### src/hw/rtl/glu_pkg.sv
// glu_pkg: shared constants, sequencer states and control structs for gcd_lcm_unit.
// No dependencies; compiled first.
`default_nettype none

package glu_pkg;

    localparam int OPERAND_WIDTH_DEF = 16;  // default operand width
    localparam int GCD_WIDTH         = 16;  // gcd_value field width
    localparam int LCM_WIDTH         = 32;  // lcm_value field width

    typedef enum logic [2:0] {
        ST_IDLE,
        ST_GCD,
        ST_DIV,
        ST_MUL,
        ST_DONE
    } t_state;

    // top level -> engine
    typedef struct packed {
        logic start;  // operand transaction accepted this cycle
        logic take;   // finished result moves to the output register
    } t_eng_ctl;

    // engine -> top level
    typedef struct packed {
        logic idle;   // free to take a new operand pair
        logic done;   // result is held and waiting to be taken
    } t_eng_sts;

endpackage

`default_nettype wire

### src/hw/rtl/glu_if.sv
// glu_in_if / glu_out_if: valid-ready channels of gcd_lcm_unit.
// Depends on glu_pkg for the default operand width and the result field widths.
`default_nettype none

interface glu_in_if #(
    parameter int OPERAND_WIDTH = glu_pkg::OPERAND_WIDTH_DEF
);
    logic                     valid;
    logic                     ready;
    logic [OPERAND_WIDTH-1:0] operand_a;
    logic [OPERAND_WIDTH-1:0] operand_b;

    modport source (output valid, output operand_a, output operand_b, input ready);
    modport sink   (input valid, input operand_a, input operand_b, output ready);
endinterface

interface glu_out_if;
    logic                           valid;
    logic                           ready;
    logic [glu_pkg::GCD_WIDTH-1:0]  gcd_value;
    logic [glu_pkg::LCM_WIDTH-1:0]  lcm_value;
    logic                           invalid;

    modport source (output valid, output gcd_value, output lcm_value, output invalid,
                    input ready);
    modport sink   (input valid, input gcd_value, input lcm_value, input invalid,
                    output ready);
endinterface

`default_nettype wire

### src/hw/rtl/glu_engine.sv
// glu_engine: sequencer and shared shift/compare/subtract-add datapath.
// Binary GCD, restoring division a/g, then shift-add multiply (a/g)*b.
// Depends on glu_pkg.
`default_nettype none

module glu_engine #(
    parameter int OPERAND_WIDTH = glu_pkg::OPERAND_WIDTH_DEF
) (
    input  wire logic                            i_clk,
    input  wire logic                            i_rst_n,
    input  wire glu_pkg::t_eng_ctl               i_ctl,
    input  wire logic [OPERAND_WIDTH-1:0]        i_a,
    input  wire logic [OPERAND_WIDTH-1:0]        i_b,
    output glu_pkg::t_eng_sts                    o_sts,
    output logic [glu_pkg::GCD_WIDTH-1:0]        o_gcd,
    output logic [glu_pkg::LCM_WIDTH-1:0]        o_lcm,
    output logic                                 o_invalid
);
    import glu_pkg::*;

    localparam int W  = OPERAND_WIDTH;
    localparam int CW = $clog2(W);

    t_state          r_state, n_state;
    logic [W-1:0]    r_a, n_a;
    logic [W-1:0]    r_b, n_b;
    logic [W-1:0]    r_x, n_x;
    logic [W-1:0]    r_y, n_y;
    logic [CW-1:0]   r_k, n_k;
    logic [W-1:0]    r_g, n_g;
    logic [W-1:0]    r_q, n_q;
    logic [W-1:0]    r_rem, n_rem;
    logic [2*W-1:0]  r_prod, n_prod;
    logic [CW-1:0]   r_cnt, n_cnt;
    logic            r_inv, n_inv;

    // shared unit operands
    logic            x_gt_y;
    logic [W-1:0]    diff;
    logic [W:0]      trial;
    logic            ge;
    logic [2*W-1:0]  addend;

    logic [GCD_WIDTH+W-1:0]   gcd_ext;
    logic [LCM_WIDTH+2*W-1:0] lcm_ext;

    always_comb begin
        x_gt_y = r_x > r_y;
        diff   = x_gt_y ? (r_x - r_y) : (r_y - r_x);
        trial  = {r_rem, r_q[W-1]};
        ge     = trial >= {1'b0, r_g};
        addend = r_b[W-1] ? {{W{1'b0}}, r_q} : '0;
    end

    always_comb begin
        n_state = r_state;
        n_a     = r_a;
        n_b     = r_b;
        n_x     = r_x;
        n_y     = r_y;
        n_k     = r_k;
        n_g     = r_g;
        n_q     = r_q;
        n_rem   = r_rem;
        n_prod  = r_prod;
        n_cnt   = r_cnt;
        n_inv   = r_inv;
        case (r_state)
            ST_IDLE: begin
                if (i_ctl.start) begin
                    n_a = i_a;
                    n_b = i_b;
                    n_x = i_a;
                    n_y = i_b;
                    n_k = '0;
                    if (i_a == '0 || i_b == '0) begin
                        n_inv   = 1'b1;
                        n_g     = '0;
                        n_prod  = '0;
                        n_state = ST_DONE;
                    end else begin
                        n_inv   = 1'b0;
                        n_state = ST_GCD;
                    end
                end
            end
            ST_GCD: begin
                if (r_x == r_y) begin
                    n_g     = r_x << r_k;
                    n_q     = r_a;
                    n_rem   = '0;
                    n_cnt   = CW'(W - 1);
                    n_state = ST_DIV;
                end else if (!r_x[0] && !r_y[0]) begin
                    n_x = r_x >> 1;
                    n_y = r_y >> 1;
                    n_k = r_k + 1'b1;
                end else if (!r_x[0]) begin
                    n_x = r_x >> 1;
                end else if (!r_y[0]) begin
                    n_y = r_y >> 1;
                end else if (x_gt_y) begin
                    n_x = diff >> 1;
                end else begin
                    n_y = diff >> 1;
                end
            end
            ST_DIV: begin
                // one quotient bit per cycle; dividend shifts out of r_q
                n_rem = ge ? W'(trial - {1'b0, r_g}) : trial[W-1:0];
                n_q   = {r_q[W-2:0], ge};
                if (r_cnt == '0) begin
                    n_cnt   = CW'(W - 1);
                    n_prod  = '0;
                    n_state = ST_MUL;
                end else begin
                    n_cnt = r_cnt - 1'b1;
                end
            end
            ST_MUL: begin
                // MSB-first shift-add of quotient times b
                n_prod = {r_prod[2*W-2:0], 1'b0} + addend;
                n_b    = r_b << 1;
                if (r_cnt == '0) begin
                    n_state = ST_DONE;
                end else begin
                    n_cnt = r_cnt - 1'b1;
                end
            end
            ST_DONE: begin
                if (i_ctl.take) begin
                    n_state = ST_IDLE;
                end
            end
            default: begin
                n_state = ST_IDLE;
            end
        endcase
    end

    always_ff @(posedge i_clk) begin
        if (!i_rst_n) begin
            r_state <= ST_IDLE;
        end else begin
            r_state <= n_state;
        end
    end

    always_ff @(posedge i_clk) begin
        r_a    <= n_a;
        r_b    <= n_b;
        r_x    <= n_x;
        r_y    <= n_y;
        r_k    <= n_k;
        r_g    <= n_g;
        r_q    <= n_q;
        r_rem  <= n_rem;
        r_prod <= n_prod;
        r_cnt  <= n_cnt;
        r_inv  <= n_inv;
    end

    // fit results to the fixed field widths (zero-extend or truncate)
    always_comb begin
        gcd_ext    = {{GCD_WIDTH{1'b0}}, r_g};
        lcm_ext    = {{LCM_WIDTH{1'b0}}, r_prod};
        o_gcd      = gcd_ext[GCD_WIDTH-1:0];
        o_lcm      = lcm_ext[LCM_WIDTH-1:0];
        o_invalid  = r_inv;
        o_sts.idle = (r_state == ST_IDLE);
        o_sts.done = (r_state == ST_DONE);
    end

endmodule

`default_nettype wire

### src/hw/rtl/gcd_lcm_unit.sv
// gcd_lcm_unit: greatest common divisor and least common multiple of two operands.
// Steps: binary GCD, restoring division a/g, shift-add multiply (a/g)*b. When an operand
//   is zero, the engine skips to the done state and flags the result invalid.
// New pairs are taken only while the engine is idle; it stalls while waiting on the output.
// Reset (i_rst_n, synchronous, active low) idles the sequencer and empties the output
//   register; payload registers are not reset.
`default_nettype none

module gcd_lcm_unit #(
    parameter int OPERAND_WIDTH = glu_pkg::OPERAND_WIDTH_DEF
) (
    input  wire logic  i_clk,
    input  wire logic  i_rst_n,
    glu_in_if.sink     i_op,
    glu_out_if.source  o_res
);
    import glu_pkg::*;

    t_eng_ctl                eng_ctl;
    t_eng_sts                eng_sts;
    logic [GCD_WIDTH-1:0]    eng_gcd;
    logic [LCM_WIDTH-1:0]    eng_lcm;
    logic                    eng_inv;

    // output register: parts the engine from the consumer
    logic                    r_valid, n_valid;
    logic [GCD_WIDTH-1:0]    r_gcd;
    logic [LCM_WIDTH-1:0]    r_lcm;
    logic                    r_inv;

    // A new operand transaction is taken whenever the engine is idle, even while
    // the previous result still waits in the output register.
    assign i_op.ready    = eng_sts.idle;
    assign eng_ctl.start = i_op.valid && eng_sts.idle;

    // Engine result moves out when the output register is empty or draining.
    assign eng_ctl.take  = eng_sts.done && (!r_valid || o_res.ready);

    glu_engine #(
        .OPERAND_WIDTH (OPERAND_WIDTH)
    ) u_engine (
        .i_clk     (i_clk),
        .i_rst_n   (i_rst_n),
        .i_ctl     (eng_ctl),
        .i_a       (i_op.operand_a),
        .i_b       (i_op.operand_b),
        .o_sts     (eng_sts),
        .o_gcd     (eng_gcd),
        .o_lcm     (eng_lcm),
        .o_invalid (eng_inv)
    );

    always_comb begin
        n_valid = r_valid;
        if (eng_ctl.take) begin
            n_valid = 1'b1;
        end else if (o_res.ready) begin
            n_valid = 1'b0;
        end
    end

    always_ff @(posedge i_clk) begin
        if (!i_rst_n) begin
            r_valid <= 1'b0;
        end else begin
            r_valid <= n_valid;
        end
    end

    always_ff @(posedge i_clk) begin
        if (eng_ctl.take) begin
            r_gcd <= eng_gcd;
            r_lcm <= eng_lcm;
            r_inv <= eng_inv;
        end
    end

    assign o_res.valid     = r_valid;
    assign o_res.gcd_value = r_gcd;
    assign o_res.lcm_value = r_lcm;
    assign o_res.invalid   = r_inv;

endmodule

`default_nettype wire
### src/flat_wrapper.sv
// flat-port wrapper written by rule: the top's interface ports become plain ports
module gcd_lcm_unit_flat import glu_pkg::*;
#(
    parameter int OPERAND_WIDTH = glu_pkg::OPERAND_WIDTH_DEF
)
  (i_clk, i_rst_n, i_op_valid, i_op_operand_a, i_op_operand_b, i_op_ready, o_res_valid, o_res_gcd_value, o_res_lcm_value, o_res_invalid, o_res_ready);
  glu_in_if #(.OPERAND_WIDTH(OPERAND_WIDTH)) i_op_i ();
  glu_out_if o_res_i ();
  input  wire logic i_clk;
  input  wire logic i_rst_n;
  input wire logic [$bits(i_op_i.valid)-1:0] i_op_valid;
  input wire logic [$bits(i_op_i.operand_a)-1:0] i_op_operand_a;
  input wire logic [$bits(i_op_i.operand_b)-1:0] i_op_operand_b;
  output wire logic [$bits(i_op_i.ready)-1:0] i_op_ready;
  output wire logic [$bits(o_res_i.valid)-1:0] o_res_valid;
  output wire logic [$bits(o_res_i.gcd_value)-1:0] o_res_gcd_value;
  output wire logic [$bits(o_res_i.lcm_value)-1:0] o_res_lcm_value;
  output wire logic [$bits(o_res_i.invalid)-1:0] o_res_invalid;
  input wire logic [$bits(o_res_i.ready)-1:0] o_res_ready;
  assign i_op_i.valid = i_op_valid;
  assign i_op_i.operand_a = i_op_operand_a;
  assign i_op_i.operand_b = i_op_operand_b;
  assign i_op_ready = i_op_i.ready;
  assign o_res_valid = o_res_i.valid;
  assign o_res_gcd_value = o_res_i.gcd_value;
  assign o_res_lcm_value = o_res_i.lcm_value;
  assign o_res_invalid = o_res_i.invalid;
  assign o_res_i.ready = o_res_ready;
  gcd_lcm_unit #(.OPERAND_WIDTH(OPERAND_WIDTH)) u_core (.i_clk(i_clk), .i_rst_n(i_rst_n), .i_op(i_op_i), .o_res(o_res_i));
endmodule
### config.mk
export PLATFORM = sky130hd
export DESIGN_NAME = gcd_lcm_unit_flat
export DESIGN_NICKNAME = d
export VERILOG_FILES = /design/src/hw/rtl/glu_pkg.sv /design/src/hw/rtl/glu_if.sv /design/src/hw/rtl/glu_engine.sv /design/src/hw/rtl/gcd_lcm_unit.sv /design/src/flat_wrapper.sv
export SDC_FILE = /design/constraint.sdc
export NUM_CORES = 1
export LEC_CHECK = 0
export ABC_AREA = 1
export ABC_CLOCK_PERIOD_IN_PS = 4800
export BUFFER_PORTS_ARGS = -buffer_cell sky130_fd_sc_hd__buf_2
export CAP_MARGIN = 10
export CORE_MARGIN = 2
export CORE_UTILIZATION = 39
export CTS_CLUSTER_SIZE = 28
export DETAILED_ROUTE_END_ITERATION = 10
export GPL_ROUTABILITY_DRIVEN = 0
export HOLD_SLACK_MARGIN = 0.02
export MAX_ROUTING_LAYER = met4
export PLACE_DENSITY = 0.52
export SYNTH_ARGS = -nofsm -noshare
export SYNTH_HDL_FRONTEND = slang
export SYNTH_SLANG_ARGS = --single-unit
export TNS_END_PERCENT = 30
### constraint.sdc
create_clock -name i_clk -period 4.8 [get_ports i_clk]
set_input_delay 0 -clock i_clk [delete_from_list [all_inputs] [get_ports i_clk]]
set_output_delay 0 -clock i_clk [all_outputs]
set_load 0.005 [all_outputs]
==> flow_metrics.py, run 1 <==
metrics = {
    "floorplan": {
        "row_count": 66,
        "die_y_um": 185.7,
        "initial_core_util_pct": 39.59,
        "die_w_um": 185.7,
        "die_area_um2": 34500,
        "coreArea_um2": 32540,
        "ios": 87,
    },
    "sta": {
        "finClkSkew_ns": 0.01766,
        "whs_ns": 0.2448,
        "fin_crit_ns": 3.125,
        "worst_pin_slew_ns": 1.208,
        "rsz0062_at_grt": "false",
        "min_period_over_period_pct": 65.09,
        "drv_slew": 0,
        "max-slew-margin-rel_pct": 19.50,
        "hold_violations": 0,
        "max_freq_mhz": 320.0,
        "setup_viol": 0,
        "tns_ns": 0,
    },
    "critical_path": {
        "path_class": "flop to flop",
        "cp_cell_sequence": "inv_1, ha_1, nand2_2, nor2_4, nand2_2, nor2_4, nand3_4, nand2_1, o21ai_1, a21oi_2",
        "slowest_delay_ns": 0.87,
        "startpoint_type": "flop",
        "critPathCapture": "u_core.u_engine.o_gcd[5]",
        "reg2reg_to": "u_core.u_engine.o_gcd[5]",
        "critical_path_arrival_ns": 3.28,
        "r2r_cells": 10,
        "startpoint": "u_core.u_engine.r_x[9]",
        "cp.depth": 10,
        "critPathMaxFanout": 16,
        "cp_num_buf_inv": 1,
        "crit_required_ns": 4.96,
        "r2r_slack_ns": 1.68,
        "r2r-start": "u_core.u_engine.r_x[9]",
        "end_kind": "flop",
        "crit_family": "compound AO/OA/AOI/OAI gates",
        "slowest_stage": "a21oi_2",
    },
    "logic_synthesis": {
        "seq_area_frac_synth_pct": 47.72,
        "synth_top_area_share_pct": 47.10,
        "synth_edf_count": 202,
        "ys_types": 47,
        "yosysMostFrequentCell": "nand2_1",
        "synthCells": 1614,
        "ys_ff_latch": 206,
        "yosys_most_used_dff": "edfxtp_1",
        "synth_common_cells": "nand2_1 (499), inv_1 (214), nor2_1 (207), edfxtp_1 (202), a21oi_1 (101)",
        "syn_nets": 1721,
        "yosysWarnings": 0,
        "ys_top_cells_by_area": "edfxtp_1 (47%), nand2_1 (15%), ha_1 (6.5%)",
        "async_flop_share_pct": 0,
        "synth_top_cell_by_area": "edfxtp_1",
        "netlist_area_um2": 12880,
        "avgSynthCellArea_um2": 7.980,
    },
    "clocking": {
        "numClockSinks": 206,
        "clockBufferDepth": 3,
        "cts_tree": "done",
        "cts_root_buf": "clkbuf_16",
        "numCtsBuffers": 26,
        "htreeDepth": 1,
        "clkTransAtPathRegs_ns": 0.06,
        "clkLatencyLatePin_ns": 0.55,
        "ctsResizeCount": 0,
    },
    "min_path": {
        "hold_path_class": "input port to flop",
        "min_path_cells": 2,
    },
    "layout": {
        "area_growth_pct": 17.13,
        "finalNetCount": 1845,
        "num_antenna_cells": 0,
        "fin_util_pct": 46.37,
        "drive_gt1_share_pct": 10.41,
        "fill_cells": 3290,
    },
    "detailed_routing": {
        "drt_wl_total_mm": 35.25,
        "via_count": 10892,
        "dr.pass1.iters": 5,
        "via_per_inst": 4.951,
        "wl_per_cell_um": 16.02,
        "ant_nets": 0,
        "drc": 0,
        "drt-initial-drc-count": 846,
    },
    "pwr": {
        "power_density_nw_per_um2": 695.5,
        "total_power_mw": 10.49,
        "vdd_drop_max_mv": 0.3951,
        "p_leak_nw": 6.823,
    },
    "global_routing": {
        "grt_max_degree": 56,
        "gr-usage-all-layers_pct": 21.24,
        "grt_remaining_overflow": 0,
        "grt_pass1_vias": 10470,
        "antenna_found_initial": 0,
        "grt_pass1_wl_mm": 55.64,
    },
    "placement": {
        "dpl.hpwl_mm": 26.29,
        "port_buffers": 86,
    },
    "job": {
        "max_cap_viol_count": 0,
    },
    "outcome": {
        "status": "finished, final reports clean",
    },
}
[per-layer routing]
layer | routed length (um) | global-route usage, %
met2 | 16350 | 34.56
met1 | 16340 | 28.22
met3 | 1567 | 2.328
met5 | 0 | -
met4 | 986 | 5.921
[layout make-up]
class	count	area, um^2	area share [%]
Multi-Input combinational cell	1149	5761	38.19
Tap cell	442	553.0	3.666
Timing Repair Buffer	136	898.4	5.955
Sequential cell	206	6146	40.74
Inverter	219	822.0	5.449
Clock buffer	28	658.1	4.363
Clock inverter	20	247.7	1.642
[report_power, final]
group	internal (mW)	leakage [nW]	switching (mW)
sequential	2.71	1.92	0.378
clock	1.26	0.444	0.801
combinational	1.66	4.46	3.69
total	5.63	6.82	4.86
[cell families (layout without fill, tap and decap cells)]
logic type | after synthesis | count (layout) | synth area share, %
buffers and inverters | 259 | 403 | 7.771
multiplexers | 1 | 1 | 0.07772
XOR/XNOR | 24 | 24 | 1.632
adder cells (fa/ha/maj) | 71 | 71 | 7.130
AND/OR/NAND/NOR | 823 | 823 | 26.08
AO/OA/AOI/OAI | 230 | 230 | 9.588
flip-flops | 206 | 206 | 47.72
[cells in the final DEF (no fill, tap or decap), types with 26 or more instances in the layout]
| master | count |
|---|---|
| a21oi_1 | 100 |
| buf_2 | 86 |
| clkbuf_16 | 26 |
| dlygate4sd3_1 | 37 |
| edfxtp_1 | 202 |
| ha_1 | 67 |
| inv_1 | 214 |
| nand2_1 | 499 |
| nand3_1 | 53 |
| nor2_1 | 203 |
| o21ai_0 | 93 |
[repair_timing]
action                                  CTS  global route
hold buffers                             37             0
hold endpoints to repair                 70             0
endpoints found under the setup margin    0             0
setup buffers                             0             0
[sequential cells by signal (all words and copies together), names as in the netlist]
register and count:
u_core.o_res.valid 1, u_core.u_engine.r_y 16, u_core.u_engine.r_state 3, u_core.u_engine.o_invalid 1
u_core.u_engine.r_q 16, u_core.u_engine.r_x 16, u_core.u_engine.r_k 4, u_core.o_res.lcm_value 32
u_core.u_engine.r_a 16, u_core.o_res.gcd_value 16, u_core.u_engine.r_rem 16, u_core.u_engine.r_b 16
u_core.u_engine.o_lcm 32, u_core.u_engine.r_cnt 4, u_core.o_res.invalid 1, u_core.u_engine.o_gcd 16
[worst min path at each step]
stage | start | end | slack (ns)
6_report | i_op_operand_a[12] | u_core.u_engine.r_a[12] | 0.24
5_1_grt | i_op_operand_a[10] | u_core.u_engine.r_a[10] | 0.24
4_1_cts | i_op_operand_a[13] | u_core.u_engine.r_a[13] | 0.23
3_5_place_dp | i_op_operand_a[15] | u_core.u_engine.r_a[15] | 0.23
3_3_place_gp | i_op_operand_a[15] | u_core.u_engine.r_a[15] | 0.22
2_1_floorplan | i_op_operand_a[0] | u_core.u_engine.r_a[0] | 0.1
[per-stage QoR]
step                setup slack, ns  instance area, um^2  cells
finish                        1.675                15090   2200
global route                  1.449                15090   2200
CTS                           1.606                15090   2200
detailed placement            1.606                13810   2115
global placement              1.586                13810   2115
floorplan                    0.7117                12880   1614
No activity file was read; power rests on OpenSTA's default activity.
==> inputs of run 2 (changes only) <==
--- a/config.mk
+++ b/config.mk
@@ -6,7 +6,7 @@
 export NUM_CORES = 1
 export LEC_CHECK = 0
 export ABC_AREA = 1
-export ABC_CLOCK_PERIOD_IN_PS = 4800
+export ABC_CLOCK_PERIOD_IN_PS = 2700
 export BUFFER_PORTS_ARGS = -buffer_cell sky130_fd_sc_hd__buf_2
 export CAP_MARGIN = 10
 export CORE_MARGIN = 2
@@ -16,7 +16,7 @@
 export GPL_ROUTABILITY_DRIVEN = 0
 export HOLD_SLACK_MARGIN = 0.02
 export MAX_ROUTING_LAYER = met4
-export PLACE_DENSITY = 0.52
+export PLACE_DENSITY = 0.55
 export SYNTH_ARGS = -nofsm -noshare
 export SYNTH_HDL_FRONTEND = slang
 export SYNTH_SLANG_ARGS = --single-unit
==> constraint.sdc (replaced) <==
create_clock -name i_clk -period 2.7 [get_ports i_clk]
set_input_delay 0 -clock i_clk [delete_from_list [all_inputs] [get_ports i_clk]]
set_output_delay 0 -clock i_clk [all_outputs]
set_load 0.005 [all_outputs]
==> flow_metrics.py, run 2 (synthesis gave the netlist of run 1 again) <==
metrics = {
    "detailed_routing": {
        "via_count": 10900,
        "drt-initial-drc-count": 744,
        "drt_wl_total_mm": 34.04,
        "via_per_inst": 4.868,
        "drc": 0,
        "wl_per_cell_um": 15.20,
        "dr.pass1.iters": 7,
        "ant_nets": 0,
    },
    "sta": {
        "fin_crit_ns": 2.490,
        "finClkSkew_ns": 0.009325,
        "setup_ws_ns": 0.2096,
        "worst_pin_slew_ns": 0.8482,
        "hold_violations": 0,
        "min_period_over_period_pct": 92.24,
        "rsz0062_at_grt": "true",
        "max_freq_mhz": 401.5,
        "max-slew-margin-rel_pct": 43.45,
        "drv_slew": 0,
        "setup_viol": 0,
    },
    "layout": {
        "stdcell_area_um2": 15330,
        "layout_commonest_cell": "nand2_1",
        "drive_gt1_share_pct": 12.24,
        "final_cell_mix": "nand2_1 (498), inv_1 (214), nor2_1 (202), edfxtp_1 (202), a21oi_1 (100)",
        "fill_cells": 3284,
        "seqCellArea_um2": 6146,
        "num_antenna_cells": 0,
        "fin_util_pct": 47.13,
        "area_growth_pct": 19.05,
        "finalNetCount": 1886,
        "multiInputGateArea_um2": 5776,
    },
    "critical_path": {
        "end_kind": "flop",
        "cp_cell_sequence": "inv_2, ha_1, fa_1, inv_1, nand3_1, nand2_1, nand2_1, nand2_1, nand2_1, nand2_2, nand2_4, nand2_1, nand2_1, a21oi_2, buf_6",
        "r2r_cells": 15,
        "critical_path_arrival_ns": 2.73,
        "slowest_delay_ns": 0.40,
        "critPathMaxFanout": 7,
        "critical_path.most_common_cell": "nand2_1",
        "path_class": "flop to flop",
        "crit_required_ns": 2.94,
        "r2r_slack_ns": 0.21,
        "slowest_stage": "fa_1",
        "startpoint_type": "flop",
    },
    "placement": {
        "placed_area_um2": 14140,
        "port_buffers": 86,
        "place_ws_ns": 0.1559,
        "dpl.hpwl_mm": 26.25,
    },
    "pwr": {
        "switchingPower_mw": 8.616,
        "power_density_nw_per_um2": 1226,
        "p_comb_share_pct": 53.7,
        "p_seq_share_pct": 29.1,
        "cellInternalPower_mw": 10.18,
        "clkPwrFrac_pct": 17.2,
        "p_sw_share_pct": 45.83,
        "p_leak_nw": 6.971,
        "vdd_drop_max_mv": 0.6711,
    },
    "floorplan": {
        "coreArea_um2": 32540,
        "ios": 87,
        "die_y_um": 185.7,
        "die_w_um": 185.7,
        "initial_core_util_pct": 39.59,
        "die_area_um2": 34500,
        "row_count": 66,
    },
    "outcome": {
        "status": "finished, final reports clean",
    },
    "clocking": {
        "numClockSinks": 206,
        "cts_tree": "done",
        "htreeDepth": 1,
        "clkLatencyLatePin_ns": 0.54,
        "cts_root_buf": "clkbuf_16",
        "clockBufferDepth": 3,
        "clkTransAtPathRegs_ns": 0.06,
        "numCtsBuffers": 25,
    },
    "min_path": {
        "min_path_cells": 5,
        "hold_path_class": "input port to flop",
    },
    "global_routing": {
        "grt_remaining_overflow": 0,
        "antenna_found_initial": 0,
        "grt_pass1_vias": 10350,
        "grt_max_degree": 50,
        "grt_pass1_wl_mm": 54.05,
        "gr-usage-all-layers_pct": 20.52,
    },
    "job": {
        "max_cap_viol_count": 0,
    },
}
run 2: metrics by stage:
| stage | hold WS, ns | setup TNS (ns) | total power, mW | instances |
|---|---|---|---|---|
| floorplan | 0.09887 | -4.665 | 12.27 | 1614 |
| global placement | 0.2228 | 0 | 15.36 | 2155 |
| detailed placement | 0.2282 | 0 | 15.37 | 2155 |
| CTS | 0.07580 | 0 | 18.75 | 2235 |
| global route | 0.1013 | -0.04997 | 20.46 | 2239 |
| finish | 0.09884 | 0 | 18.80 | 2239 |
run 2: timing repair:
item                       4_1_cts  5_1_grt
resized for setup                0        9
hold buffers                    35        0
setup buffers                    0        4
setup endpoints to repair        0       29
hold endpoints to repair        68        0
run 2: power groups by stage:
stage	Clock (mW)	Combinational (mW)	Sequential (mW)
3_3_place_gp	0	9.86	5.50
3_5_place_dp	0	9.85	5.52
6_report	3.24	10.1	5.46
2_1_floorplan	0	7.03	5.24
4_1_cts	3.33	9.96	5.46
5_1_grt	3.45	11.4	5.57
run 2: final cells by class:
cell class                      count  share of cell area, %
Inverter                          219                  5.361
Clock buffer                       29                  4.178
Tap cell                          442                  3.607
Multi-Input combinational cell   1149                  37.67
Clock inverter                     16                 0.9302
Sequential cell                   206                  40.08
Timing Repair Buffer              178                  8.176
run 2: worst max-delay path, delay by kind of cell, from the launching register on:
kind | cells | cell delay [ns]
buffers and inverters | 3 | 0.30
adders and majority gates | 2 | 0.62
AOI/OAI and AO/OA | 1 | 0.20
and+or+nand+nor | 9 | 0.72
DFF | 1 | 0.36
run 2: layer usage:
| metal | routed length, um | up-vias | GRT usage, % |
|---|---|---|---|
| li1 | - | 5580 | - |
| met1 | 15750 | 5005 | 27.41 |
| met2 | 15910 | 255 | 33.75 |
| met3 | 1577 | 60 | 2.094 |
| met4 | 794 | 0 | 4.819 |
| met5 | 0 | - | - |
run 2: path summary, 6_finish.rpt:
kind | startpoint | endpoint
min reg2reg | u_core.u_engine.o_invalid | u_core.o_res.invalid
min | i_op_valid | u_core.u_engine.r_x[0]
max reg2reg | u_core.u_engine.r_x[0] | u_core.u_engine.r_x[1]
max | u_core.u_engine.r_x[0] | u_core.u_engine.r_x[1]
==> inputs of run 3 (changes only) <==
--- a/config.mk
+++ b/config.mk
@@ -10,14 +10,14 @@
 export BUFFER_PORTS_ARGS = -buffer_cell sky130_fd_sc_hd__buf_2
 export CAP_MARGIN = 10
 export CORE_MARGIN = 2
-export CORE_UTILIZATION = 39
+export CORE_UTILIZATION = 42
 export CTS_CLUSTER_SIZE = 28
 export DETAILED_ROUTE_END_ITERATION = 10
 export GPL_ROUTABILITY_DRIVEN = 0
+export GPL_TIMING_DRIVEN = 0
 export HOLD_SLACK_MARGIN = 0.02
 export MAX_ROUTING_LAYER = met4
-export PLACE_DENSITY = 0.55
+export PLACE_DENSITY = 0.58
 export SYNTH_ARGS = -nofsm -noshare
 export SYNTH_HDL_FRONTEND = slang
 export SYNTH_SLANG_ARGS = --single-unit
-export TNS_END_PERCENT = 30
==> flow_metrics.py, run 3 (synthesis gave the netlist of run 1 again) <==
metrics = {
    "outcome": {
        "status": "finished, final reports clean",
    },
    "sta": {
        "drv_slew": 0,
        "max_freq_mhz": 384.3,
        "min_period_over_period_pct": 96.37,
        "max-slew-margin-rel_pct": 46.87,
        "worst_pin_slew_ns": 0.7970,
        "setup_ws_ns": 0.09807,
        "setup_viol": 0,
        "hold_violations": 0,
        "rsz0062_at_grt": "true",
        "tns_ns": 0,
        "fin_crit_ns": 2.602,
        "finClkSkew_ns": 0.01799,
        "whs_ns": 0.2459,
    },
    "pwr": {
        "vdd_drop_max_mv": 0.8102,
        "power_density_nw_per_um2": 1214,
        "total_power_mw": 18.56,
        "p_leak_nw": 6.850,
    },
    "detailed_routing": {
        "wl_per_cell_um": 15.45,
        "ant_nets": 0,
        "drc": 0,
        "via_count": 10871,
        "dr.pass1.iters": 5,
        "via_per_inst": 4.964,
        "drt_wl_total_mm": 33.84,
        "drt-initial-drc-count": 773,
    },
    "clocking": {
        "cts_root_buf": "clkbuf_16",
        "clockBufferDepth": 3,
        "numCtsBuffers": 23,
        "clkTransAtPathRegs_ns": 0.06,
        "clkLatencyLatePin_ns": 0.54,
        "htreeDepth": 1,
        "numClockSinks": 206,
        "cts_tree": "done",
    },
    "critical_path": {
        "startpoint": "u_core.u_engine.r_y[0]",
        "r2r-start": "u_core.u_engine.r_y[0]",
        "critPathMaxFanout": 7,
        "r2r_cells": 14,
        "r2r_slack_ns": 0.1,
        "crit_required_ns": 2.94,
        "critical_path_arrival_ns": 2.84,
        "critPathCapture": "u_core.u_engine.r_x[3]",
        "path_class": "flop to flop",
        "end_kind": "flop",
        "startpoint_type": "flop",
        "reg2reg_to": "u_core.u_engine.r_x[3]",
    },
    "min_path": {
        "hold_path_class": "input port to flop",
        "min_from": "i_op_operand_a[15]",
    },
    "global_routing": {
        "grt_max_degree": 37,
        "grt_pass1_vias": 10583,
        "grt_pass1_wl_mm": 53.87,
        "grt_remaining_overflow": 0,
        "antenna_found_initial": 0,
        "gr-usage-all-layers_pct": 22.05,
    },
    "placement": {
        "place_ws_ns": -0.4744,
        "port_buffers": 86,
        "placed_area_um2": 13900,
        "dpl.hpwl_mm": 26.41,
    },
    "layout": {
        "final_cell_mix": "nand2_1 (489), inv_1 (207), nor2_1 (205), edfxtp_1 (202), a21oi_1 (98)",
        "area_growth_pct": 18.68,
        "finalNetCount": 1886,
        "drive_gt1_share_pct": 12.37,
        "layout_commonest_cell": "nand2_1",
        "num_antenna_cells": 0,
        "fill_cells": 2964,
        "stdcell_area_um2": 15290,
    },
    "floorplan": {
        "die_area_um2": 32080,
        "coreArea_um2": 30430,
        "ios": 87,
        "initial_core_util_pct": 42.33,
        "row_count": 64,
        "die_y_um": 179.1,
        "die_w_um": 179.1,
    },
    "job": {
        "max_cap_viol_count": 0,
    },
}
[run 3: final cells by class]
type | instances | area [um^2] | area share, %
multi-input cells | 1149 | 5926 | 38.77
inverters | 219 | 829.5 | 5.427
plain buffers | 39 | 182.7 | 1.195
well taps | 396 | 495.5 | 3.241
clock inverters | 10 | 63.81 | 0.4175
flip-flops and latches | 206 | 6146 | 40.21
repair buffers | 141 | 1031 | 6.745
clock buffers | 30 | 611.8 | 4.003
[run 3: power by group]
| part | switching, mW | internal (mW) |
|---|---|---|
| Clock | 1.26 | 1.60 |
| Combinational | 6.73 | 3.49 |
| Sequential | 0.665 | 4.81 |
[run 3: how the worst min path moves through the flow]
stage	to	slack, ns	depth (start not counted)
after floorplan	u_core.u_engine.r_a[0]	0.1	0
after global placement	u_core.u_engine.r_a[15]	0.22	1
after detailed placement	u_core.u_engine.r_a[15]	0.22	1
after CTS	u_core.u_engine.r_a[15]	0.23	2
after global routing	u_core.u_engine.r_a[15]	0.25	2
final	u_core.u_engine.r_a[15]	0.25	2
[run 3: metrics by stage]
stage	util (%)	instances
4_1_cts	49.50	2179
2_1_floorplan	-	1614
3_5_place_dp	45.69	2099
3_3_place_gp	45.42	2096
6_report	50.23	2190
5_1_grt	50.23	2190
[run 3: timing repair]
action,in CTS,in global routing
setup buffers,5,9
hold endpoints to repair,85,0
hold buffers,36,0
resized for setup,17,37
pin swaps,1,3
endpoints found under the setup margin,81,116
gates cloned,0,2
[run 3: worst max-delay path: stages (launching register included)]
cell       delay, ns
edfxtp_1        0.49
ha_2            0.25
fa_2            0.35
inv_1           0.08
nand3_1         0.08
nand2_2         0.10
nand2_1         0.06
nand2_2         0.09
nand2_1         0.07
nand2_2         0.12
nand2_4         0.08
nand2_1         0.06
nand2_1         0.08
a21oi_4         0.21
clkbuf_16       0.19
[run 3: layer usage]
metal	vias to the layer above	GRT usage (%)	wire, um
met2	248	36.47	15940
met4	0	8.132	1288
met1	4973	28.01	15280
met3	68	2.439	1333
li1	5582	-	-
met5	-	-	0
